File: config.mk
export PLATFORM = sky130hd
export DESIGN_NAME = waveform_min_peak_envelope_top_flat
export DESIGN_NICKNAME = d
export VERILOG_FILES = /design/src/hdl/wmpe_pkg.sv /design/src/hdl/wmpe_req_if.sv /design/src/hdl/wmpe_rsp_if.sv /design/src/hdl/wmpe_csr.sv /design/src/hdl/wmpe_ctrl.sv /design/src/hdl/wmpe_scale.sv /design/src/hdl/wmpe_accum.sv /design/src/hdl/waveform_min_peak_envelope_top.sv /design/src/flat_wrapper.sv
export SDC_FILE = /design/constraint.sdc
export NUM_CORES = 1
export LEC_CHECK = 0
export ABC_AREA = 1
export BUFFER_PORTS_ARGS = -buffer_cell sky130_fd_sc_hd__buf_2
export CORE_UTILIZATION = 30
export CTS_BUF_LIST = sky130_fd_sc_hd__clkbuf_16
export CTS_CLUSTER_SIZE = 8
export DETAILED_ROUTE_END_ITERATION = 16
export SLEW_MARGIN = 0
export SYNTH_ARGS = -nofsm -noshare
export SYNTH_HDL_FRONTEND = slang
export SYNTH_SLANG_ARGS = --single-unit
File: constraint.sdc
create_clock -name clock -period 17.1 [get_ports clock]
set_clock_uncertainty 0.15 [all_clocks]
set_input_delay 4.275 -clock clock [delete_from_list [all_inputs] [get_ports clock]]
set_output_delay 4.275 -clock clock [all_outputs]
set_load 0.005 [all_outputs]
File: src/hdl/wmpe_pkg.sv
`timescale 1ns / 1ps
// ----------------------------------------------------------------------------
// wmpe_pkg
// Shared widths, register map, reset values and pipeline types of the
// min/peak waveform envelope block.
// ----------------------------------------------------------------------------
package wmpe_pkg;

   // Pixel value width; height register and result values share it.
   localparam int VALUE_WIDTH  = 12;
   localparam int SAMPLE_WIDTH = 16;
   localparam int AMP_WIDTH    = 16;
   localparam int SPC_WIDTH    = 16;
   localparam int COLS_WIDTH   = 13;
   localparam int COL_WIDTH    = 12;
   localparam int CHANS_WIDTH  = 4;
   localparam int POS_WIDTH    = 3;
   localparam int MAX_CHANS    = 8;
   localparam int MAX_COLS     = 4096;

   // Multiplier operands are 17-bit signed, product fits 32 bits signed.
   localparam int OPER_WIDTH   = SAMPLE_WIDTH + 1;
   localparam int PROD_WIDTH   = 32;
   localparam int BYTE_PROD_WIDTH = 8 + AMP_WIDTH;
   localparam int QUOT_WIDTH   = 17;
   localparam int DIFF_WIDTH   = 19;
   localparam int BYTE_DIVISOR = 'hFF;
   localparam int HALF_SHIFT   = 15;   // divide by 0x8000

   localparam int CSR_ADDR_WIDTH = 5;
   localparam int CSR_DATA_WIDTH = 32;

   typedef enum logic [2:0] {
      REG_SAMPLE_FORMAT      = 3'd0,
      REG_HEIGHT             = 3'd1,
      REG_AMPLITUDE          = 3'd2,
      REG_SAMPLES_PER_COLUMN = 3'd3,
      REG_COLUMN_COUNT       = 3'd4,
      REG_CHANNEL_COUNT      = 3'd5
   } reg_index_type;

   typedef enum logic {
      FORMAT_U8  = 1'b0,
      FORMAT_S16 = 1'b1
   } format_type;

   localparam format_type            RESET_FORMAT = FORMAT_S16;
   localparam logic [VALUE_WIDTH-1:0] RESET_HEIGHT = VALUE_WIDTH'(256);
   localparam logic [AMP_WIDTH-1:0]   RESET_AMP    = AMP_WIDTH'(128);
   localparam logic [SPC_WIDTH-1:0]   RESET_SPC    = SPC_WIDTH'(1);
   localparam logic [COLS_WIDTH-1:0]  RESET_COLS   = COLS_WIDTH'(1024);
   localparam logic [CHANS_WIDTH-1:0] RESET_CHANS  = CHANS_WIDTH'(1);

   typedef struct packed {
      format_type             sample_format;
      logic [VALUE_WIDTH-1:0] height;
      logic [AMP_WIDTH-1:0]   amplitude;
      logic [SPC_WIDTH-1:0]   samples_per_column;
      logic [COLS_WIDTH-1:0]  column_count;
      logic [CHANS_WIDTH-1:0] channel_count;
   } cfg_type;

   // Column bookkeeping that travels with each channel-0 sample.
   typedef struct packed {
      logic                 clear;      // pass starts here: restart min/peak
      logic                 emit;       // sample closes its column
      logic                 last;       // closed column is the final one
      logic [COL_WIDTH-1:0] column;
   } tag_type;

   typedef struct packed {
      logic [SAMPLE_WIDTH-1:0] sample;
      tag_type                 tag;
   } item_type;

endpackage

File: src/hdl/wmpe_req_if.sv
`timescale 1ns / 1ps
// ----------------------------------------------------------------------------
// wmpe_req_if
// Sample channel: one interleaved audio sample per transfer.
// ----------------------------------------------------------------------------
interface wmpe_req_if;
   logic                              valid;
   logic                              ready;
   logic [wmpe_pkg::SAMPLE_WIDTH-1:0] sample;
   logic                              start_pass;

   modport source (output valid, output sample, output start_pass, input ready);
   modport sink   (input valid, input sample, input start_pass, output ready);
endinterface

File: src/hdl/wmpe_rsp_if.sv
`timescale 1ns / 1ps
// ----------------------------------------------------------------------------
// wmpe_rsp_if
// Column channel: one finished display column per transfer.
// ----------------------------------------------------------------------------
interface wmpe_rsp_if;
   logic                             valid;
   logic                             ready;
   logic [wmpe_pkg::COL_WIDTH-1:0]   column_index;
   logic [wmpe_pkg::VALUE_WIDTH-1:0] low_value;
   logic [wmpe_pkg::VALUE_WIDTH-1:0] high_value;
   logic                             last_column;

   modport source (output valid, output column_index, output low_value,
                   output high_value, output last_column, input ready);
   modport sink   (input valid, input column_index, input low_value,
                   input high_value, input last_column, output ready);
endinterface

File: src/hdl/wmpe_csr.sv
`timescale 1ns / 1ps
// ----------------------------------------------------------------------------
// wmpe_csr
// APB-style configuration registers with read-back.
// ----------------------------------------------------------------------------
module wmpe_csr (
   input  logic                                clock,
   input  logic                                reset,
   input  logic                                csr_psel,
   input  logic                                csr_penable,
   input  logic                                csr_pwrite,
   input  logic [wmpe_pkg::CSR_ADDR_WIDTH-1:0] csr_paddr,
   input  logic [wmpe_pkg::CSR_DATA_WIDTH-1:0] csr_pwdata,
   output logic [wmpe_pkg::CSR_DATA_WIDTH-1:0] csr_prdata,
   output logic                                csr_pready,
   output wmpe_pkg::cfg_type                   cfg
);
   import wmpe_pkg::*;

   cfg_type       cfg_ff;
   cfg_type       cfg_in;
   reg_index_type index;
   logic          write_en;

   assign csr_pready = 1'b1;
   assign index      = reg_index_type'(csr_paddr[CSR_ADDR_WIDTH-1:2]);
   assign write_en   = csr_psel && csr_penable && csr_pwrite && csr_pready;
   assign cfg        = cfg_ff;

   always_comb begin
      cfg_in = cfg_ff;
      if (write_en) begin
         unique case (index)
            REG_SAMPLE_FORMAT:      cfg_in.sample_format = format_type'(csr_pwdata[0]);
            REG_HEIGHT:             cfg_in.height = csr_pwdata[VALUE_WIDTH-1:0];
            REG_AMPLITUDE:          cfg_in.amplitude = csr_pwdata[AMP_WIDTH-1:0];
            REG_SAMPLES_PER_COLUMN: cfg_in.samples_per_column = csr_pwdata[SPC_WIDTH-1:0];
            REG_COLUMN_COUNT:       cfg_in.column_count = csr_pwdata[COLS_WIDTH-1:0];
            REG_CHANNEL_COUNT:      cfg_in.channel_count = csr_pwdata[CHANS_WIDTH-1:0];
            default:                cfg_in = cfg_ff;   // unmapped: drop
         endcase
      end
   end

   always_comb begin
      unique case (index)
         REG_SAMPLE_FORMAT:      csr_prdata = CSR_DATA_WIDTH'(cfg_ff.sample_format);
         REG_HEIGHT:             csr_prdata = CSR_DATA_WIDTH'(cfg_ff.height);
         REG_AMPLITUDE:          csr_prdata = CSR_DATA_WIDTH'(cfg_ff.amplitude);
         REG_SAMPLES_PER_COLUMN: csr_prdata = CSR_DATA_WIDTH'(cfg_ff.samples_per_column);
         REG_COLUMN_COUNT:       csr_prdata = CSR_DATA_WIDTH'(cfg_ff.column_count);
         REG_CHANNEL_COUNT:      csr_prdata = CSR_DATA_WIDTH'(cfg_ff.channel_count);
         default:                csr_prdata = '0;
      endcase
   end

   always_ff @(posedge clock) begin
      if (reset) begin
         cfg_ff.sample_format      <= RESET_FORMAT;
         cfg_ff.height             <= RESET_HEIGHT;
         cfg_ff.amplitude          <= RESET_AMP;
         cfg_ff.samples_per_column <= RESET_SPC;
         cfg_ff.column_count       <= RESET_COLS;
         cfg_ff.channel_count      <= RESET_CHANS;
      end else begin
         cfg_ff <= cfg_in;
      end
   end
endmodule

File: src/hdl/wmpe_ctrl.sv
`timescale 1ns / 1ps
// ----------------------------------------------------------------------------
// wmpe_ctrl
// Channel, sample-in-column and column counters; tags each channel-0 sample.
// ----------------------------------------------------------------------------
module wmpe_ctrl (
   input  logic                              clock,
   input  logic                              reset,
   input  wmpe_pkg::cfg_type                 cfg,
   input  logic                              accept,
   input  logic [wmpe_pkg::SAMPLE_WIDTH-1:0] sample,
   input  logic                              start_pass,
   output logic                              item_valid,
   output wmpe_pkg::item_type                item
);
   import wmpe_pkg::*;

   logic [POS_WIDTH-1:0]   pos_ff, pos_in;
   logic [SPC_WIDTH-1:0]   sic_ff, sic_in;
   logic [COL_WIDTH-1:0]   col_ff, col_in;

   logic [POS_WIDTH-1:0]   pos_base;
   logic [SPC_WIDTH-1:0]   sic_base;
   logic [COL_WIDTH-1:0]   col_base;
   logic [CHANS_WIDTH-1:0] chans;
   logic [CHANS_WIDTH-1:0] pos_inc;
   logic [SPC_WIDTH-1:0]   spc;
   logic [SPC_WIDTH:0]     sic_inc;
   logic [COLS_WIDTH-1:0]  cols;
   logic [COLS_WIDTH-1:0]  col_inc;
   logic                   is_ch0;
   logic                   col_done;
   logic                   last;

   always_comb begin
      // a new pass clears all counters before this sample counts
      pos_base = start_pass ? '0 : pos_ff;
      sic_base = start_pass ? '0 : sic_ff;
      col_base = start_pass ? '0 : col_ff;

      if (cfg.channel_count == '0)
         chans = CHANS_WIDTH'(1);
      else if (cfg.channel_count > CHANS_WIDTH'(MAX_CHANS))
         chans = CHANS_WIDTH'(MAX_CHANS);
      else
         chans = cfg.channel_count;

      spc = (cfg.samples_per_column == '0) ? SPC_WIDTH'(1) : cfg.samples_per_column;

      if (cfg.column_count == '0)
         cols = COLS_WIDTH'(1);
      else if (cfg.column_count > COLS_WIDTH'(MAX_COLS))
         cols = COLS_WIDTH'(MAX_COLS);
      else
         cols = cfg.column_count;

      pos_inc  = CHANS_WIDTH'(pos_base) + CHANS_WIDTH'(1);
      is_ch0   = (pos_base == '0);
      sic_inc  = {1'b0, sic_base} + (SPC_WIDTH+1)'(1);
      col_done = (sic_inc >= {1'b0, spc});
      col_inc  = {1'b0, col_base} + COLS_WIDTH'(1);
      last     = (col_inc >= cols);

      pos_in = pos_ff;
      sic_in = sic_ff;
      col_in = col_ff;
      if (accept) begin
         pos_in = (pos_inc >= chans) ? '0 : pos_inc[POS_WIDTH-1:0];
         sic_in = sic_base;
         col_in = col_base;
         if (is_ch0) begin
            if (col_done) begin
               sic_in = '0;
               col_in = last ? '0 : col_inc[COL_WIDTH-1:0];
            end else begin
               sic_in = sic_inc[SPC_WIDTH-1:0];
            end
         end
      end
   end

   // only channel-0 samples travel on
   assign item_valid      = accept && is_ch0;
   assign item.sample     = sample;
   assign item.tag.clear  = start_pass;
   assign item.tag.emit   = col_done;
   assign item.tag.last   = last;
   assign item.tag.column = col_base;

   always_ff @(posedge clock) begin
      if (reset) begin
         pos_ff <= '0;
         sic_ff <= '0;
         col_ff <= '0;
      end else begin
         pos_ff <= pos_in;
         sic_ff <= sic_in;
         col_ff <= col_in;
      end
   end
endmodule

File: src/hdl/wmpe_scale.sv
`timescale 1ns / 1ps
// ----------------------------------------------------------------------------
// wmpe_scale
// Three-stage sample-to-pixel conversion: input register, gain product,
// constant divide with offset and clamp to 0..height.
// ----------------------------------------------------------------------------
module wmpe_scale (
   input  logic                             clock,
   input  logic                             reset,
   input  wmpe_pkg::cfg_type                cfg,
   input  logic                             in_valid,
   input  wmpe_pkg::item_type               in_item,
   output logic                             in_ready,
   output logic                             out_valid,
   output logic [wmpe_pkg::VALUE_WIDTH-1:0] out_value,
   output wmpe_pkg::tag_type                out_tag,
   input  logic                             out_ready
);
   import wmpe_pkg::*;

   localparam logic signed [PROD_WIDTH-1:0] TRUNC_BIAS =
      PROD_WIDTH'((1 << HALF_SHIFT) - 1);

   logic                           s1_valid_ff;
   logic [SAMPLE_WIDTH-1:0]        s1_sample_ff;
   tag_type                        s1_tag_ff;
   logic                           s2_valid_ff;
   logic signed [PROD_WIDTH-1:0]   s2_prod_ff;
   tag_type                        s2_tag_ff;
   logic                           s3_valid_ff;
   logic [VALUE_WIDTH-1:0]         s3_value_ff;
   tag_type                        s3_tag_ff;

   logic                           s1_ready, s2_ready, s3_ready;
   logic signed [OPER_WIDTH-1:0]   op_sample;
   logic signed [OPER_WIDTH-1:0]   op_amp;
   logic signed [2*OPER_WIDTH-1:0] prod_full;
   logic signed [PROD_WIDTH-1:0]   s2_prod_in;

   logic [BYTE_PROD_WIDTH-1:0]     byte_prod;
   logic [BYTE_PROD_WIDTH:0]       byte_sum;
   logic [QUOT_WIDTH-1:0]          byte_q0;
   logic [BYTE_PROD_WIDTH:0]       byte_back;
   logic [BYTE_PROD_WIDTH:0]       byte_rem;
   logic [QUOT_WIDTH-1:0]          byte_q;
   logic signed [PROD_WIDTH-1:0]   biased;
   logic signed [QUOT_WIDTH-1:0]   word_q;
   logic signed [DIFF_WIDTH-1:0]   diff;
   logic signed [DIFF_WIDTH-1:0]   height_s;
   logic [VALUE_WIDTH-1:0]         s3_value_in;

   assign s3_ready = !s3_valid_ff || out_ready;
   assign s2_ready = !s2_valid_ff || s3_ready;
   assign s1_ready = !s1_valid_ff || s2_ready;
   assign in_ready = s1_ready;

   // gain product: signed 17 x 17
   always_comb begin
      if (cfg.sample_format == FORMAT_S16)
         op_sample = {s1_sample_ff[SAMPLE_WIDTH-1], s1_sample_ff};
      else
         op_sample = {{(OPER_WIDTH-8){1'b0}}, s1_sample_ff[7:0]};
      op_amp     = {1'b0, cfg.amplitude};
      prod_full  = op_sample * op_amp;
      s2_prod_in = prod_full[PROD_WIDTH-1:0];
   end

   // divide, offset and clamp
   always_comb begin
      // floor(p / 255): estimate from p * (1 + 2^-8 + 2^-16) / 256, then fix by one
      byte_prod = s2_prod_ff[BYTE_PROD_WIDTH-1:0];
      byte_sum  = {1'b0, byte_prod} + (BYTE_PROD_WIDTH+1)'(byte_prod >> 8)
                  + (BYTE_PROD_WIDTH+1)'(byte_prod >> 16);
      byte_q0   = byte_sum[BYTE_PROD_WIDTH:8];
      byte_back = {byte_q0, 8'b0} - (BYTE_PROD_WIDTH+1)'(byte_q0);
      byte_rem  = {1'b0, byte_prod} - byte_back;
      byte_q    = (byte_rem >= (BYTE_PROD_WIDTH+1)'(BYTE_DIVISOR)) ?
                  byte_q0 + QUOT_WIDTH'(1) : byte_q0;

      // p / 32768 rounding toward zero: bias negatives before the shift
      biased = s2_prod_ff + (s2_prod_ff[PROD_WIDTH-1] ? TRUNC_BIAS : '0);
      word_q = QUOT_WIDTH'(biased >>> HALF_SHIFT);

      height_s = $signed({{(DIFF_WIDTH-VALUE_WIDTH){1'b0}}, cfg.height});
      if (cfg.sample_format == FORMAT_S16)
         diff = (height_s >>> 1) - DIFF_WIDTH'(word_q);
      else
         diff = height_s - $signed({{(DIFF_WIDTH-QUOT_WIDTH){1'b0}}, byte_q});

      if (diff < 0)
         s3_value_in = '0;
      else if (diff > height_s)
         s3_value_in = cfg.height;
      else
         s3_value_in = diff[VALUE_WIDTH-1:0];
   end

   always_ff @(posedge clock) begin
      if (reset) begin
         s1_valid_ff <= 1'b0;
         s2_valid_ff <= 1'b0;
         s3_valid_ff <= 1'b0;
      end else begin
         if (s1_ready) s1_valid_ff <= in_valid;
         if (s2_ready) s2_valid_ff <= s1_valid_ff;
         if (s3_ready) s3_valid_ff <= s2_valid_ff;
      end
   end

   always_ff @(posedge clock) begin
      if (s1_ready) begin
         s1_sample_ff <= in_item.sample;
         s1_tag_ff    <= in_item.tag;
      end
      if (s2_ready) begin
         s2_prod_ff <= s2_prod_in;
         s2_tag_ff  <= s1_tag_ff;
      end
      if (s3_ready) begin
         s3_value_ff <= s3_value_in;
         s3_tag_ff   <= s2_tag_ff;
      end
   end

   assign out_valid = s3_valid_ff;
   assign out_value = s3_value_ff;
   assign out_tag   = s3_tag_ff;
endmodule

File: src/hdl/wmpe_accum.sv
`timescale 1ns / 1ps
// ----------------------------------------------------------------------------
// wmpe_accum
// Running minimum and peak of the open column, and the result register.
// ----------------------------------------------------------------------------
module wmpe_accum (
   input  logic                             clock,
   input  logic                             reset,
   input  wmpe_pkg::cfg_type                cfg,
   input  logic                             in_valid,
   input  logic [wmpe_pkg::VALUE_WIDTH-1:0] in_value,
   input  wmpe_pkg::tag_type                in_tag,
   output logic                             in_ready,
   wmpe_rsp_if.source                       rsp_chan
);
   import wmpe_pkg::*;

   logic [VALUE_WIDTH-1:0] min_ff, min_in;
   logic [VALUE_WIDTH-1:0] peak_ff, peak_in;
   logic                   rsp_valid_ff, rsp_valid_in;
   logic [COL_WIDTH-1:0]   rsp_column_ff;
   logic [VALUE_WIDTH-1:0] rsp_low_ff;
   logic [VALUE_WIDTH-1:0] rsp_high_ff;
   logic                   rsp_last_ff;

   logic [VALUE_WIDTH-1:0] base_min, base_peak;
   logic [VALUE_WIDTH-1:0] new_min, new_peak;
   logic                   out_free;
   logic                   take;
   logic                   load_rsp;

   assign out_free = !rsp_valid_ff || rsp_chan.ready;
   // only a column-closing sample needs the result register free
   assign in_ready = !in_tag.emit || out_free;
   assign take     = in_valid && in_ready;
   assign load_rsp = take && in_tag.emit;

   always_comb begin
      base_min  = in_tag.clear ? cfg.height : min_ff;
      base_peak = in_tag.clear ? '0 : peak_ff;
      new_min   = (in_value < base_min) ? in_value : base_min;
      new_peak  = (in_value > base_peak) ? in_value : base_peak;

      min_in  = min_ff;
      peak_in = peak_ff;
      if (take) begin
         if (in_tag.emit) begin
            min_in  = cfg.height;
            peak_in = '0;
         end else begin
            min_in  = new_min;
            peak_in = new_peak;
         end
      end

      if (load_rsp)
         rsp_valid_in = 1'b1;
      else if (rsp_chan.ready)
         rsp_valid_in = 1'b0;
      else
         rsp_valid_in = rsp_valid_ff;
   end

   always_ff @(posedge clock) begin
      if (reset) begin
         min_ff       <= RESET_HEIGHT;
         peak_ff      <= '0;
         rsp_valid_ff <= 1'b0;
      end else begin
         min_ff       <= min_in;
         peak_ff      <= peak_in;
         rsp_valid_ff <= rsp_valid_in;
      end
   end

   always_ff @(posedge clock) begin
      if (load_rsp) begin
         rsp_column_ff <= in_tag.column;
         rsp_low_ff    <= new_min;
         rsp_high_ff   <= new_peak;
         rsp_last_ff   <= in_tag.last;
      end
   end

   assign rsp_chan.valid        = rsp_valid_ff;
   assign rsp_chan.column_index = rsp_column_ff;
   assign rsp_chan.low_value    = rsp_low_ff;
   assign rsp_chan.high_value   = rsp_high_ff;
   assign rsp_chan.last_column  = rsp_last_ff;
endmodule

File: src/hdl/waveform_min_peak_envelope_top.sv
`timescale 1ns / 1ps
// ----------------------------------------------------------------------------
// waveform_min_peak_envelope_top
// Min/peak display envelope of channel 0 of an interleaved sample stream.
//
//   channel   | dir | carries
//   ----------+-----+----------------------------------------------------
//   req_chan  | in  | sample, start_pass (one interleaved sample)
//   rsp_chan  | out | column_index, low_value, high_value, last_column
//   csr_*     | in  | APB-style register writes and reads, pready tied high
//
// One sample is taken every cycle while the conversion pipeline can accept it;
// a sample that closes a column reaches the result register through the
// input register, which loads at the transfer, then the product, value and
// result registers. A waiting result only stalls intake when the next
// column-closing sample reaches the accumulator; back pressure then fills
// the three conversion registers in turn. Synchronous reset restores the
// register defaults and empties the pipeline.
// ----------------------------------------------------------------------------
module waveform_min_peak_envelope_top (
   input  logic                                clock,
   input  logic                                reset,
   wmpe_req_if.sink                            req_chan,
   wmpe_rsp_if.source                          rsp_chan,
   input  logic                                csr_psel,
   input  logic                                csr_penable,
   input  logic                                csr_pwrite,
   input  logic [wmpe_pkg::CSR_ADDR_WIDTH-1:0] csr_paddr,
   input  logic [wmpe_pkg::CSR_DATA_WIDTH-1:0] csr_pwdata,
   output logic [wmpe_pkg::CSR_DATA_WIDTH-1:0] csr_prdata,
   output logic                                csr_pready
);
   import wmpe_pkg::*;

   cfg_type                cfg;
   logic                   accept;
   logic                   item_valid;
   item_type               item;
   logic                   scale_ready;
   logic                   value_valid;
   logic [VALUE_WIDTH-1:0] value;
   tag_type                value_tag;
   logic                   acc_ready;

   assign req_chan.ready = scale_ready;
   assign accept         = req_chan.valid && scale_ready;

   wmpe_csr u_csr (
      .clock       (clock),
      .reset       (reset),
      .csr_psel    (csr_psel),
      .csr_penable (csr_penable),
      .csr_pwrite  (csr_pwrite),
      .csr_paddr   (csr_paddr),
      .csr_pwdata  (csr_pwdata),
      .csr_prdata  (csr_prdata),
      .csr_pready  (csr_pready),
      .cfg         (cfg)
   );

   wmpe_ctrl u_ctrl (
      .clock      (clock),
      .reset      (reset),
      .cfg        (cfg),
      .accept     (accept),
      .sample     (req_chan.sample),
      .start_pass (req_chan.start_pass),
      .item_valid (item_valid),
      .item       (item)
   );

   wmpe_scale u_scale (
      .clock     (clock),
      .reset     (reset),
      .cfg       (cfg),
      .in_valid  (item_valid),
      .in_item   (item),
      .in_ready  (scale_ready),
      .out_valid (value_valid),
      .out_value (value),
      .out_tag   (value_tag),
      .out_ready (acc_ready)
   );

   wmpe_accum u_accum (
      .clock    (clock),
      .reset    (reset),
      .cfg      (cfg),
      .in_valid (value_valid),
      .in_value (value),
      .in_tag   (value_tag),
      .in_ready (acc_ready),
      .rsp_chan (rsp_chan)
   );
endmodule

File: src/flat_wrapper.sv
// flat-port wrapper written by rule: the top's interface ports become plain ports
module waveform_min_peak_envelope_top_flat import wmpe_pkg::*;
  (clock, reset, csr_psel, csr_penable, csr_pwrite, csr_paddr, csr_pwdata, csr_prdata, csr_pready, req_chan_valid, req_chan_sample, req_chan_start_pass, req_chan_ready, rsp_chan_valid, rsp_chan_column_index, rsp_chan_low_value, rsp_chan_high_value, rsp_chan_last_column, rsp_chan_ready);
  wmpe_req_if req_chan_i ();
  wmpe_rsp_if rsp_chan_i ();
  input  logic clock;
  input  logic reset;
  input  logic csr_psel;
  input  logic csr_penable;
  input  logic csr_pwrite;
  input  logic [wmpe_pkg::CSR_ADDR_WIDTH-1:0] csr_paddr;
  input  logic [wmpe_pkg::CSR_DATA_WIDTH-1:0] csr_pwdata;
  output logic [wmpe_pkg::CSR_DATA_WIDTH-1:0] csr_prdata;
  output logic csr_pready;
  input wire logic [$bits(req_chan_i.valid)-1:0] req_chan_valid;
  input wire logic [$bits(req_chan_i.sample)-1:0] req_chan_sample;
  input wire logic [$bits(req_chan_i.start_pass)-1:0] req_chan_start_pass;
  output wire logic [$bits(req_chan_i.ready)-1:0] req_chan_ready;
  output wire logic [$bits(rsp_chan_i.valid)-1:0] rsp_chan_valid;
  output wire logic [$bits(rsp_chan_i.column_index)-1:0] rsp_chan_column_index;
  output wire logic [$bits(rsp_chan_i.low_value)-1:0] rsp_chan_low_value;
  output wire logic [$bits(rsp_chan_i.high_value)-1:0] rsp_chan_high_value;
  output wire logic [$bits(rsp_chan_i.last_column)-1:0] rsp_chan_last_column;
  input wire logic [$bits(rsp_chan_i.ready)-1:0] rsp_chan_ready;
  assign req_chan_i.valid = req_chan_valid;
  assign req_chan_i.sample = req_chan_sample;
  assign req_chan_i.start_pass = req_chan_start_pass;
  assign req_chan_ready = req_chan_i.ready;
  assign rsp_chan_valid = rsp_chan_i.valid;
  assign rsp_chan_column_index = rsp_chan_i.column_index;
  assign rsp_chan_low_value = rsp_chan_i.low_value;
  assign rsp_chan_high_value = rsp_chan_i.high_value;
  assign rsp_chan_last_column = rsp_chan_i.last_column;
  assign rsp_chan_i.ready = rsp_chan_ready;
  waveform_min_peak_envelope_top u_core (.clock(clock), .reset(reset), .req_chan(req_chan_i), .rsp_chan(rsp_chan_i), .csr_psel(csr_psel), .csr_penable(csr_penable), .csr_pwrite(csr_pwrite), .csr_paddr(csr_paddr), .csr_pwdata(csr_pwdata), .csr_prdata(csr_prdata), .csr_pready(csr_pready));
endmodule
**Word-level counts from Yosys, hierarchy flattened**

Cells that the tools add are included.

- Register bits after elaboration: 263
- Input bits: 61
- Logic and storage cells: 117
- Output and inout bits: 72

- Add/sub/neg operators: 11
- Multiply operators: 1
- Mux-type cells: 28
- Equal/unequal tests: 5
- $lt $le $gt $ge: 10
- Reductions and logical operators: 28

Operator list:

| cell | count |
|---|---|
| two-way mux 12 bit | 11 |
| case mux 16 bit (6 select lines) | 1 |
| two-way mux 16 bit | 4 |
| subtractor 12 x 17 -> 18 bit | 2 |
| two-way mux 17 bit | 2 |
| adder 32 x 15 -> 32 bit | 1 |
| multiplier 17 x 17 -> 32 bit | 1 |
| two-way mux 13 bit | 2 |
| adder 24 x 16 -> 25 bit | 1 |
| adder 25 x 8 -> 25 bit | 1 |
| >= comparator 25 x 8 -> 1 bit (second input constant) | 1 |
| subtractor 24 x 25 -> 25 bit | 1 |
| subtractor 25 x 17 -> 25 bit | 1 |
| > comparator 19 x 13 -> 1 bit | 1 |
| less-than comparator 19 x 1 -> 1 bit (second input constant) | 1 |
| two-way mux 19 bit | 1 |
| adder 16 x 1 -> 17 bit (second input constant) | 1 |
| adder 17 x 1 -> 17 bit (second input constant) | 1 |
| >= comparator 17 x 16 -> 1 bit | 1 |
| zero test 16 bit | 1 |
| two-way mux 15 bit | 1 |
| adder 12 x 1 -> 13 bit (second input constant) | 1 |
| >= comparator 13 bit | 1 |
| > comparator 13 bit (second input constant) | 1 |
| 19 further kinds | 43 |

**Depth between registers and ports, before layout**

Gate-level depths: netlist of run 1.

- Word-level depth: 10
- Depth in mapped cells: 70
- Mapped depth without buffers: 68

**Modules after synthesis**

A second synthesis of run 1 with hierarchy kept.

- Cell total of the unflattened synthesis: 4079
- Area total of the unflattened synthesis: 30232.7 um^2

By module, submodules not included:

| module | seq. area each (um^2) | times used | area each (um^2) | cells an instance |
|---|---|---|---|---|
| wmpe_scale | 3213.1 | 1 | 20130.6 | 2618 |
| wmpe_ctrl | 620.6 | 1 | 3470.8 | 555 |
| wmpe_accum | 1611.5 | 1 | 3407.0 | 390 |
| wmpe_csr | 1241.2 | 1 | 3216.8 | 514 |
| waveform_min_peak_envelope_top | 0.0 | 1 | 7.5 | 2 |

**Least setup slack after synthesis of run 1**

OpenSTA, ideal clock, no wires.

- Path kind: input-to-output
- Start point: in rsp_chan_ready
- End point: out req_chan_ready
- Cell stages on the path: 8
- Path buffers: 0
- Arrival: 6.969 ns
- Data required time: 12.675 ns
- Path slack: 5.706 ns
- Cell sequence: inv_1 > nand2_1 > inv_1 > nand3_1 > nor2_1 > inv_1 > nor2_1 > inv_1

- Word-level cells in the longest chain between the ends: 5

Ends and longest elaborated chain:

| what | line | source |
|---|---|---|
| start: declaration | flat_wrapper.sv:24 | `input wire logic [$bits(rsp_chan_i.ready)-1:0] rsp_chan_ready;` |
| logical OR 1 bit | wmpe_accum.sv:32 | `assign out_free = !rsp_valid_ff \|\| rsp_chan.ready;` |
| logical OR 1 bit | wmpe_accum.sv:34 | `assign in_ready = !in_tag.emit \|\| out_free;` |
| logical OR 1 bit | wmpe_scale.sv:52 | `assign s3_ready = !s3_valid_ff \|\| out_ready;` |
| named net u_core.u_scale.s3_ready | wmpe_scale.sv:34 | `logic s1_ready, s2_ready, s3_ready;` |
| logical OR 1 bit | wmpe_scale.sv:53 | `assign s2_ready = !s2_valid_ff \|\| s3_ready;` |
| named net u_core.u_scale.s2_ready | wmpe_scale.sv:34 |  |
| logical OR 1 bit | wmpe_scale.sv:54 | `assign s1_ready = !s1_valid_ff \|\| s2_ready;` |
| end: declaration | flat_wrapper.sv:18 | `output wire logic [$bits(req_chan_i.ready)-1:0] req_chan_ready;` |

The timed path passes the listed nets, and every way through them passes these cells.

**Worst setup path after layout of run 1**

- Start point: in csr_paddr[3] (netlist name)
- End point: out csr_prdata[2] (netlist name)

- Word-level cells in the longest chain between the ends: 2
- Elaborated cells on any way between the ends: 7
- Classes of those cells: eq/ne (5); mux (1); reduce/logical (1)

Ends and longest elaborated chain:

| what | line | source |
|---|---|---|
| start: declaration | flat_wrapper.sv:11 | `input logic [wmpe_pkg::CSR_ADDR_WIDTH-1:0] csr_paddr;` |
| equality test 3 bit, or another cell as far along | wmpe_csr.sv:46 | `unique case (index)` |
| case mux 16 bit (6 select lines) * | wmpe_csr.sv:46 |  |
| end: declaration | flat_wrapper.sv:13 | `output logic [wmpe_pkg::CSR_DATA_WIDTH-1:0] csr_prdata;` |

Mark *: on every way between the ends. The rest lies on a longest branch, timed or not.

==> results.tsv, run 1 <==
stage	metric	value	unit
sta	crit share post-route	0.6328	
sta	Final Max Tran Viols	0	
sta	setup violators final	0	
critical_path	Worst path max stage delay	0.89	ns
route	Vias	24267	
power_and_ir_drop	leakage	15.53	nW
route	drt first pass iters	5	
place	HPWL after DPL	64010	um
synthesis	sequential fraction of the synthesis area	0.2303	
final_layout	layout cells sized above 1	0.06041	
sta	hold slack	0.2637	ns
critical_path	Worst Path Max Fanout	11	
sta	setup_tns	0	ns
floorplan	Ports	133	
synthesis	yosys warns	0	
route	Post-DRT Antenna Nets	0	
power_and_ir_drop	Power, Total	4.933	mW
final_layout	commonest non-fill, non-tap cell in the layout	nand2_1	
critical_path	Setup CP Type	in -> out	
final_layout	Non-Filler Instances	5155	
synthesis	syn avg cell area	7.605	um^2
synthesis	Cells after Synth	3817	
grt	vias in the first global route	23961	
critical_path	Critical path buffers and inverters	4	
grt	grt ovf	0	
clocking	TritonCTS clock tree	done	
final_layout	ANT cells	0	
route	Via-to-Cell Ratio	4.707	
sta	Slew @ Worst Pin	1.123	ns
clocking	htree depth	2	
place	Placement Setup Slack	6.343	ns
clocking	Setup Buffers After CTS	0	
final_layout	Final nets	4457	
sta	Hold Vio Cnt, Final	0	
grt	GR Util All Layers	0.1616	
final_layout	final instance area	31910	um^2
sta	RSZ-0062 raised after global routing	false	
clocking	Worst-path clk slew	0.05	ns
sta	Slew HR	0.2458	
critical_path	crit path launch type	primary input	
critical_path	R2R Path Start	u_core.u_scale.s2_prod_ff[20]	
grt	global-route wire length before repair	127500	um
final_layout	Layout fillers	10150	
clocking	Clock Tree Root	clkbuf_16	
sta	upper clock frequency limit	92.41	MHz
place	Final GP Congestion	0.9525	
place	placed cells	5087	
synthesis	Mapped Area	29030	um^2
synthesis	Cell variety after synth	59	
final_layout	Area Overhead vs Synth	9.940	%
floorplan	die width	313.1	um
final_layout	most frequent cells in the layout	nand2_1 (881), inv_1 (790), nor2_1 (301)	
clocking	worst-skew pair later-pin latency	0.57	ns
critical_path	Worst Path Arrival	6.40	ns
floorplan	die area	98010	um^2
final_layout	Core Util, Final	0.3344	
route	Residual DRC	0	
floorplan	std cell rows	113	
critical_path	Top delay family on crit path	simple AND/OR/NAND/NOR gates	
critical_path	Setup crit start	csr_paddr[3]	
clocking	post-cts sizing count	0	
floorplan	chip height	313.1	um
place	I/O Buffers	97	
place	placed inst area	30720	um^2
floorplan	Initial Util	0.3042	
run	max_cap viols	0	
power_and_ir_drop	IR drop worst, VDD	0.0001845	V
hold_path	worst min path class	reg -> reg	
hold_path	Hold Path Origin	u_core.u_scale.out_tag[2]	
critical_path	Worst setup EP type	output pin	
grt	largest net degree at the start of global routing	72	
status	status	completed	
synthesis	Seq cells post-synth	263	
sta	setup ws final	6.278	ns
clocking	Max Buffers Root-to-Sink	3	
clocking	hold_buf cts	0	
grt	initial antenna violation count	1	
clocking	TritonCTS Buffers	40	
clocking	clock sinks	263	
critical_path	Critical-path top delay cell	nor3_1	
route	drt wl/cell	15.35	um
critical_path	Req. time, crit path	12.68	ns
floorplan	core area	95440	um^2
route	Initial DRC Count	1489	
sta	Final min period	10.82	ns
power_and_ir_drop	pwr/cell area	154.6	nW/um^2
route	Post-Route WL	79110	um
critical_path	Critical Path, Cell by Cell	buf_2 -> inv_1 -> nor3_1 -> inv_1 -> o22ai_1 -> a21oi_1 -> o221ai_1 -> buf_2	
==> final timing paths <==
kind / to / slack (ns) / cells after the start
setup reg to reg: u_core.u_scale.out_value[8] / 6.63 / 64
hold reg to reg: u_core.u_accum.rsp_chan.column_index[2] / 0.26 / 0
hold / removal: u_core.u_accum.rsp_chan.column_index[2] / 0.26 / 0
setup / recovery: csr_prdata[2] / 6.28 / 8
==> Yosys cell counts, drive strengths merged <==
library cell	instances	area, um^2
o221ai	4	35.03
a32oi	3	26.28
o31ai	2	15.01
o21a	8	60.06
xor2	57	506.7
nor3	41	250.2
a31oi	20	125.1
nor4b	2	17.52
a211oi	4	30.03
ha	254	3178
a41o	1	10.01
conb	2	7.510
clkbuf	99	371.6
a211o	1	8.760
nand4	48	315.3
edfxtp	142	4264
nor4	14	87.58
a22oi	1	7.510
nand3b	7	52.55
o2111ai	12	105.1
dfxtp	121	2422
inv	777	2919
and3	2	12.51
a21boi	3	22.52
clkinv	7	26.28
and2	1	6.260
o21ai	173	869.6
nand3	150	793.3
nor2	322	1290
o311a	1	10.01
buf	29	214.0
o22ai	7	43.79
a21o	9	67.56
nand2	898	3413
a221oi	17	148.9
or2	3	18.77
xnor2	38	332.8
a21oi	234	1179
o211ai	15	112.6
fa	278	5565
o21bai	10	86.33
==> where the power goes <==
part	internal, mW	switching (mW)
clock network	0.433	0.305
logic	1.14	2.27
registers	0.717	0.0690
==> flip-flops by register name (all words and copies together) (netlist names), 3 cells and up <==
register / cells
u_core.u_scale.s1_tag_ff: 15
u_core.u_scale.out_tag: 15
u_core.u_accum.peak_ff: 12
u_core.u_scale.out_value: 12
u_core.u_ctrl.pos_ff: 3
u_core.u_accum.min_ff: 12
u_core.u_csr.cfg: 62
u_core.u_accum.rsp_chan.column_index: 12
u_core.u_scale.s1_sample_ff: 16
u_core.u_ctrl.col_ff: 12
u_core.u_ctrl.sic_ff: 16
u_core.u_scale.s2_prod_ff: 32
u_core.u_accum.rsp_chan.high_value: 12
u_core.u_scale.s2_tag_ff: 15
u_core.u_accum.rsp_chan.low_value: 12
==> final cells by class <==
cell class | instances | area [um^2] | area share
tap | 1265 | 1583 | 0.04960
clock inverter | 27 | 162.7 | 0.005097
inverter | 784 | 2945 | 0.09229
clock buffer | 41 | 1026 | 0.03215
multi-input combinational | 2657 | 18870 | 0.5912
sequential | 263 | 6686 | 0.2095
timing repair buffer | 118 | 643.1 | 0.02015
==> per-layer routing <==
metal / part of all wire / track usage / wire, um
met1: 0.47 / 0.2233 / 37020
met2: 0.46 / 0.2682 / 36070
met3: 0.055 / 0.01932 / 4378
met4: 0.021 / 0.03814 / 1628
met5: 0.00014 / 0 / 11
==> worst register-to-register path, delay by kind of cell, from the launching register on <==
kind,cells,cell delay (ns)
AND/OR/NAND/NOR,34,3.73
flip-flops,1,0.65
AO/OA/AOI/OAI,8,1.58
XOR/XNOR,1,0.26
buffers and inverters,14,1.21
adder cells (fa/ha/maj),7,2.72
==> logic make-up (layout without fill, tap and decap cells) <==
| group | Yosys count | after routing | synth area share |
|---|---|---|---|
| fa+ha+maj | 532 | 532 | 0.3012 |
| simple gates | 1488 | 1488 | 0.2156 |
| xor+xnor | 95 | 95 | 0.02892 |
| buf+inv | 912 | 970 | 0.1216 |
| flops | 263 | 263 | 0.2303 |
| other cells | 2 | 17 | 0.0002587 |
| compound gates | 525 | 525 | 0.1021 |
Note: power is estimated with default switching activity, not from simulation.
==> run 2: changes to the inputs <==
==> constraint.sdc (replaced) <==
create_clock -name clock -period 9.9 [get_ports clock]
set_clock_uncertainty 0.15 [all_clocks]
set_input_delay 2.475 -clock clock [delete_from_list [all_inputs] [get_ports clock]]
set_output_delay 2.475 -clock clock [all_outputs]
set_load 0.005 [all_outputs]
==> run 2 against run 1 <==
Power grew 81%; global-route usage grew 0.12 points; die area is the same; largest cell class unchanged.
==> results.tsv, run 2 (synthesized netlist as in run 1, its figures left out) <==
stage	metric	value	unit	change
floorplan	Initial Util	0.3042		unchanged
route	drt first pass iters	5		unchanged
final_layout	ANT cells	0		unchanged
hold_path	worst min path class	reg -> reg		unchanged
clocking	Clock Tree Root	clkbuf_16		unchanged
grt	grt met2 use	0.2673		was 0.2682
critical_path	R2R Path Start	u_core.u_scale.s2_prod_ff[13]		was u_core.u_scale.s2_prod_ff[20]
critical_path	Setup CP Type	reg -> reg		was in -> out
grt	busiest grt layer	met2		unchanged
critical_path	register-to-register setup slack	0.64	ns	was 6.63 ns
sta	setup violators final	0		unchanged
power_and_ir_drop	Power, Total	8.950	mW	was 4.933 mW
clocking	htree depth	2		unchanged
power_and_ir_drop	clock power share	0.144		was 0.150
clocking	clock sinks	263		unchanged
place	I/O Buffers	97		unchanged
power_and_ir_drop	pwr/cell area	276.1	nW/um^2	was 154.6 nW/um^2
status	status	completed		unchanged
final_layout	commonest non-fill, non-tap cell in the layout	nand2_1		unchanged
critical_path	Worst Path Arrival	9.43	ns	was 6.40 ns
sta	setup_tns	0	ns	unchanged
power_and_ir_drop	Seq pwr share	0.147		was 0.159
critical_path	crit path launch type	flip-flop		was primary input
place	placed inst area	31020	um^2	was 30720 um^2
floorplan	die width	313.1	um	unchanged
run	max_cap viols	0		unchanged
critical_path	Req. time, crit path	10.07	ns	was 12.68 ns
critical_path	Worst Path Max Fanout	6		was 11
clocking	worst-skew pair later-pin latency	0.58	ns	was 0.57 ns
sta	Hold Vio Cnt, Final	0		unchanged
final_layout	layout cells sized above 1	0.07726		was 0.06041
sta	Slew HR	0.3229		was 0.2458
sta	hold slack	0.2612	ns	was 0.2637 ns
sta	Final min period	9.261	ns	
floorplan	core area	95440	um^2	unchanged
floorplan	die area	98010	um^2	unchanged
grt	largest net degree at the start of global routing	71		was 72
power_and_ir_drop	Sw Pwr	4.699	mW	was 2.647 mW
hold_path	Hold Path Origin	u_core.u_scale.s1_tag_ff[12]		was u_core.u_scale.out_tag[2]
critical_path	Reg2Reg Depth	58		was 64
sta	crit share post-route	0.9355		
grt	vias in the first global route	24153		was 23961
clocking	TritonCTS clock tree	done		unchanged
floorplan	chip height	313.1	um	unchanged
power_and_ir_drop	combinational share of power	0.709		was 0.691
power_and_ir_drop	Int Pwr	4.251	mW	was 2.286 mW
sta	Slew @ Worst Pin	1.014	ns	was 1.123 ns
power_and_ir_drop	IR drop worst, VDD	0.0002981	V	was 0.0001845 V
grt	initial antenna violation count	0		was 1
final_layout	Layout fillers	10034		was 10150
clocking	Max Buffers Root-to-Sink	3		unchanged
route	drt wl/cell	15.43	um	was 15.35 um
floorplan	std cell rows	113		unchanged
final_layout	Largest register FFs	62		unchanged
critical_path	Worst setup EP type	flip-flop		was output pin
clocking	TritonCTS Buffers	41		was 40
final_layout	final instance area	32420	um^2	was 31910 um^2
route	Initial DRC Count	1755		was 1489
sta	Final Max Tran Viols	0		unchanged
power_and_ir_drop	leakage	15.76	nW	was 15.53 nW
final_layout	Final nets	4501		was 4457
critical_path	worst r2r dst	u_core.u_scale.out_value[1]		was u_core.u_scale.out_value[8]
grt	GR Util All Layers	0.1628		was 0.1616
grt	global-route wire length before repair	128400	um	was 127500 um
clocking	Worst-path clk slew	0.05	ns	about the same
sta	upper clock frequency limit	108.0	MHz	
critical_path	Worst path max stage delay	0.51	ns	was 0.89 ns
power_and_ir_drop	sw frac	0.5251		was 0.5366
route	Via-to-Cell Ratio	4.724		was 4.707
grt	routing usage on met3	0.02078		was 0.01932
clocking	hold_buf cts	0		unchanged
hold_path	hold-critical path depth	0		unchanged
floorplan	Ports	133		unchanged
critical_path	Critical-path top delay cell	fa_1		was nor3_1
place	HPWL after DPL	64710	um	was 64010 um
final_layout	most frequent cells in the layout	nand2_1 (878), inv_1 (786), nor2_1 (298)		was nand2_1 (881), inv_1 (790), nor2_1 (301)
route	Vias	24567		was 24267
place	Final GP Congestion	0.9344		was 0.9525
grt	M1 GR Usage	0.2234		was 0.2233
hold_path	Worst Hold Endpoint	u_core.u_scale.s2_tag_ff[12]		was u_core.u_accum.rsp_chan.column_index[2]
route	Residual DRC	0		unchanged
grt	grt ovf	0		unchanged
route	Post-DRT Antenna Nets	0		unchanged
final_layout	Area Overhead vs Synth	11.67	%	was 9.940%
route	Post-Route WL	80260	um	was 79110 um
-- run 2: cell count changes in the layout (fill, tap and decap cells not counted), sizes merged --
| cell | delta |
|---|---|
| inv | -2 |
| clkinvlp | +1 |
| clkinv | +2 |
| bufinv | +1 |
| nor2 | +1 |
| buf | +42 |
-- run 2: area by class of cell --
cell class | count | area, um^2 | area share
clock buffers | 41 | 1026 | 0.03165
clock inverters | 29 | 188.9 | 0.005828
inverters | 784 | 2945 | 0.09086
multi-input cells | 2658 | 19010 | 0.5865
flip-flops and latches | 263 | 6686 | 0.2063
well taps | 1265 | 1583 | 0.04883
repair buffers | 160 | 974.7 | 0.03007
-- run 2: how the worst max path moves through the flow --
stage,startpoint,end,slack (ns),cells past startpoint
3_5_place_dp,u_core.u_scale.s2_prod_ff[13],u_core.u_scale.out_value[1],0.50,57
2_1_floorplan,u_core.u_scale.s2_prod_ff[21],u_core.u_scale.out_value[5],1.65,60
3_3_place_gp,u_core.u_scale.s2_prod_ff[13],u_core.u_scale.out_value[1],0.48,61
5_1_grt,u_core.u_scale.s2_prod_ff[14],u_core.u_scale.out_value[1],-0.10,62
4_1_cts,u_core.u_scale.s2_prod_ff[13],u_core.u_scale.out_value[1],0.48,57
6_report,u_core.u_scale.s2_prod_ff[13],u_core.u_scale.out_value[1],0.64,58
-- run 2: power groups by stage --
stage / registers, mW / logic, mW / clock network (mW)
3_5_place_dp: 1.33 / 6.07 / 0
6_report: 1.31 / 6.34 / 1.29
4_1_cts: 1.31 / 6.11 / 1.33
3_3_place_gp: 1.33 / 6.03 / 0
5_1_grt: 1.32 / 7.16 / 1.37
2_1_floorplan: 1.31 / 4.58 / 0
-- run 2: repair_timing --
item                                    in CTS  in global routing
endpoints found under the setup margin       0                 12
resized for setup                            0                 30
setup buffers                                0                  4
-- run 2: critical path: cells and delay by family, from the launching register on --
family,cells,cell delay [ns]
compound gates,8,1.28
xor+xnor,1,0.29
buf+inv,15,1.37
flops,1,0.48
simple gates,27,2.84
fa+ha+maj,7,2.60
-- run 2: layer usage --
layer	wire, um	vias to the layer above
met2	36320	621
met1	37320	11641
li1	-	12193
met5	0	-
met4	2155	0
met3	4471	112
-- run 2: metrics by stage --
step | std cells | util | setup slack (ns)
6_report | 5200 | 0.3397 | 0.6387
5_1_grt | 5200 | 0.3397 | -0.1046
4_1_cts | 5195 | 0.3378 | 0.4781
3_5_place_dp | 5125 | 0.3251 | 0.5030
3_3_place_gp | 5125 | 0.3251 | 0.4812
2_1_floorplan | 3832 | - | 1.653
==> run 3: changes to the inputs <==
--- a/config.mk
+++ b/config.mk
@@ -7,10 +7,13 @@
 export LEC_CHECK = 0
 export ABC_AREA = 1
 export BUFFER_PORTS_ARGS = -buffer_cell sky130_fd_sc_hd__buf_2
+export CELL_PAD_IN_SITES_DETAIL_PLACEMENT = 0
+export CELL_PAD_IN_SITES_GLOBAL_PLACEMENT = 1
 export CORE_UTILIZATION = 30
 export CTS_BUF_LIST = sky130_fd_sc_hd__clkbuf_16
 export CTS_CLUSTER_SIZE = 8
 export DETAILED_ROUTE_END_ITERATION = 16
+export PLACE_DENSITY_LB_ADDON = 0.1
 export SLEW_MARGIN = 0
 export SYNTH_ARGS = -nofsm -noshare
 export SYNTH_HDL_FRONTEND = slang
==> run 3 against run 2 <==
Die area stayed put; maximum frequency is 0.19% higher; sequential share of layout area is 0.57 points lower; worst hold slack worse by 0.024 ns; sequential power hardly changed; cell area is 2.9% higher; count of clock-buffer cells in the layout is 2 higher; register-to-register slack better by 0.02 ns; flip-flop and latch count stayed put; utilization is 0.97 points higher; largest cell class unchanged.
==> results.tsv, run 3 (synthesized netlist as in run 1, its figures left out) <==
stage	metric	value	unit	change
sta	Slew @ Worst Pin	1.049	ns	was 1.014 ns
power_and_ir_drop	Power, Total	10.26	mW	was 8.950 mW
place	placed inst area	31710	um^2	was 31020 um^2
sta	crit share post-route	0.9338		was 0.9355
critical_path	Worst setup EP type	flip-flop		unchanged
sta	setup violators final	0		unchanged
route	Via-to-Cell Ratio	4.621		was 4.724
grt	global-route wire length before repair	146800	um	was 128400 um
clocking	TritonCTS Buffers	41		unchanged
clocking	Clock Tree Root	clkbuf_16		unchanged
sta	setup ws final	0.6558	ns	was 0.6387 ns
final_layout	Non-Filler Instances	5296		was 5200
clocking	clock sinks	263		unchanged
sta	setup_tns	0	ns	unchanged
clocking	worst-skew pair later-pin latency	0.61	ns	was 0.58 ns
floorplan	die area	98010	um^2	unchanged
power_and_ir_drop	IR drop worst, VDD	0.0003164	V	was 0.0002981 V
final_layout	Area Overhead vs Synth	14.86	%	was 11.67%
final_layout	ANT cells	0		unchanged
floorplan	chip height	313.1	um	unchanged
sta	upper clock frequency limit	108.2	MHz	was 108.0 MHz
clocking	hold_buf cts	0		unchanged
route	Vias	24473		was 24567
route	Post-Route WL	93650	um	was 80260 um
power_and_ir_drop	clock power share	0.129		was 0.144
floorplan	die width	313.1	um	unchanged
place	HPWL after DPL	76620	um	was 64710 um
place	I/O Buffers	97		unchanged
place	Final GP Congestion	0.8539		was 0.9344
critical_path	Crit path top cell by count	nand2_1		
grt	grt ovf	0		unchanged
final_layout	layout cells sized above 1	0.1099		was 0.07726
critical_path	Worst path max stage delay	0.54	ns	was 0.51 ns
clocking	TritonCTS clock tree	done		unchanged
clocking	Max Buffers Root-to-Sink	3		unchanged
floorplan	std cell rows	113		unchanged
critical_path	Critical-path top delay cell	fa_1		unchanged
final_layout	Core Util, Final	0.3494		was 0.3397
critical_path	Critical path buffers and inverters	16		was 15
floorplan	Ports	133		unchanged
run	max_cap viols	0		unchanged
floorplan	Initial Util	0.3042		unchanged
clocking	htree depth	2		unchanged
critical_path	Worst Path Arrival	9.50	ns	was 9.43 ns
critical_path	crit path launch type	flip-flop		unchanged
power_and_ir_drop	leakage	16.26	nW	was 15.76 nW
final_layout	Layout fillers	10283		was 10034
sta	Final Max Tran Viols	0		unchanged
route	drt first pass iters	5		unchanged
final_layout	Final nets	4593		was 4501
final_layout	Largest register FFs	62		unchanged
route	Initial DRC Count	1306		was 1755
sta	Slew HR	0.3004		was 0.3229
place	placed cells	5215		was 5125
power_and_ir_drop	Seq pwr share	0.128		was 0.147
power_and_ir_drop	pwr/cell area	307.7	nW/um^2	was 276.1 nW/um^2
grt	GR Util All Layers	0.1936		was 0.1628
floorplan	core area	95440	um^2	unchanged
final_layout	most frequent cells in the layout	nand2_1 (871), inv_1 (780), nor2_1 (288)		was nand2_1 (878), inv_1 (786), nor2_1 (298)
grt	vias in the first global route	25017		was 24153
sta	Hold Vio Cnt, Final	0		unchanged
status	status	completed		unchanged
power_and_ir_drop	sw frac	0.5086		was 0.5251
sta	Final min period	9.244	ns	was 9.261 ns
route	drt wl/cell	17.68	um	was 15.43 um
power_and_ir_drop	combinational share of power	0.743		was 0.709
critical_path	Setup CP Type	reg -> reg		unchanged
clocking	Worst-path clk slew	0.07	ns	was 0.05 ns
critical_path	Top delay family on crit path	simple AND/OR/NAND/NOR gates		unchanged
place	Placement Setup Slack	0.2649	ns	was 0.5030 ns
hold_path	worst min path class	reg -> reg		unchanged
grt	initial antenna violation count	1		was 0
critical_path	Req. time, crit path	10.15	ns	was 10.07 ns
route	Post-DRT Antenna Nets	0		unchanged
sta	hold slack	0.2375	ns	was 0.2612 ns
critical_path	Worst Path Max Fanout	11		was 6
power_and_ir_drop	Int Pwr	5.041	mW	was 4.251 mW
final_layout	final instance area	33340	um^2	was 32420 um^2
route	Residual DRC	0		unchanged
final_layout	commonest non-fill, non-tap cell in the layout	nand2_1		unchanged
grt	largest net degree at the start of global routing	56		was 71
power_and_ir_drop	Sw Pwr	5.217	mW	was 4.699 mW
## run 3: path summary, 6_finish.rpt
check	cells past startpoint	endpoint	startpoint	slack, ns
worst max-delay path	64	u_core.u_scale.out_value[8]	u_core.u_scale.s2_prod_ff[6]	0.66
worst min-delay path	0	u_core.u_accum.rsp_chan.column_index[3]	u_core.u_scale.out_tag[3]	0.24
worst max register to register	64	u_core.u_scale.out_value[8]	u_core.u_scale.s2_prod_ff[6]	0.66
worst min register to register	0	u_core.u_accum.rsp_chan.column_index[3]	u_core.u_scale.out_tag[3]	0.24
## run 3: power by group through the flow
| stage | sequential (mW) | clock (mW) | combinational (mW) |
|---|---|---|---|
| final | 1.31 | 1.32 | 7.63 |
| after global routing | 1.32 | 1.42 | 8.62 |
| after CTS | 1.31 | 1.38 | 7.12 |
| after detailed placement | 1.33 | 0 | 7.09 |
| after global placement | 1.33 | 0 | 7.13 |
| after floorplan | 1.31 | 0 | 4.58 |
## run 3: worst register-to-register path, delay by kind of cell (launching register included)
kind                     cells  cell delay [ns]
AO/OA/AOI/OAI                9             1.35
AND/OR/NAND/NOR             31             2.99
XOR/XNOR                     1             0.16
adder cells (fa/ha/maj)      7             2.45
buffers and inverters       16             1.56
flip-flops                   1             0.37
## run 3: layer usage
layer | global-route usage | up-vias | wire length, um | share of wire
met5 | 0 | - | 0 | 0
met4 | 0.04590 | 0 | 2043 | 0.022
met3 | 0.01806 | 83 | 2663 | 0.028
met2 | 0.3118 | 347 | 42110 | 0.45
met1 | 0.2786 | 11658 | 46840 | 0.50
li1 | - | 12385 | - | -
## run 3: final cells by class
type / instances / area, um^2 / share of cell area
timing repair buffer: 253 / 1685 / 0.05055
tap: 1265 / 1583 / 0.04747
multi-input combinational: 2657 / 19220 / 0.5764
clock inverter: 31 / 146.4 / 0.004391
sequential: 263 / 6686 / 0.2005
clock buffer: 43 / 1076 / 0.03227
inverter: 784 / 2945 / 0.08834
## run 3: what timing repair did
action | in CTS | in global routing
endpoints found under the hold margin | 0 | 0
endpoints found under the setup margin | 0 | 12
gates resized for setup | 0 | 82
buffers inserted | 0 | 7
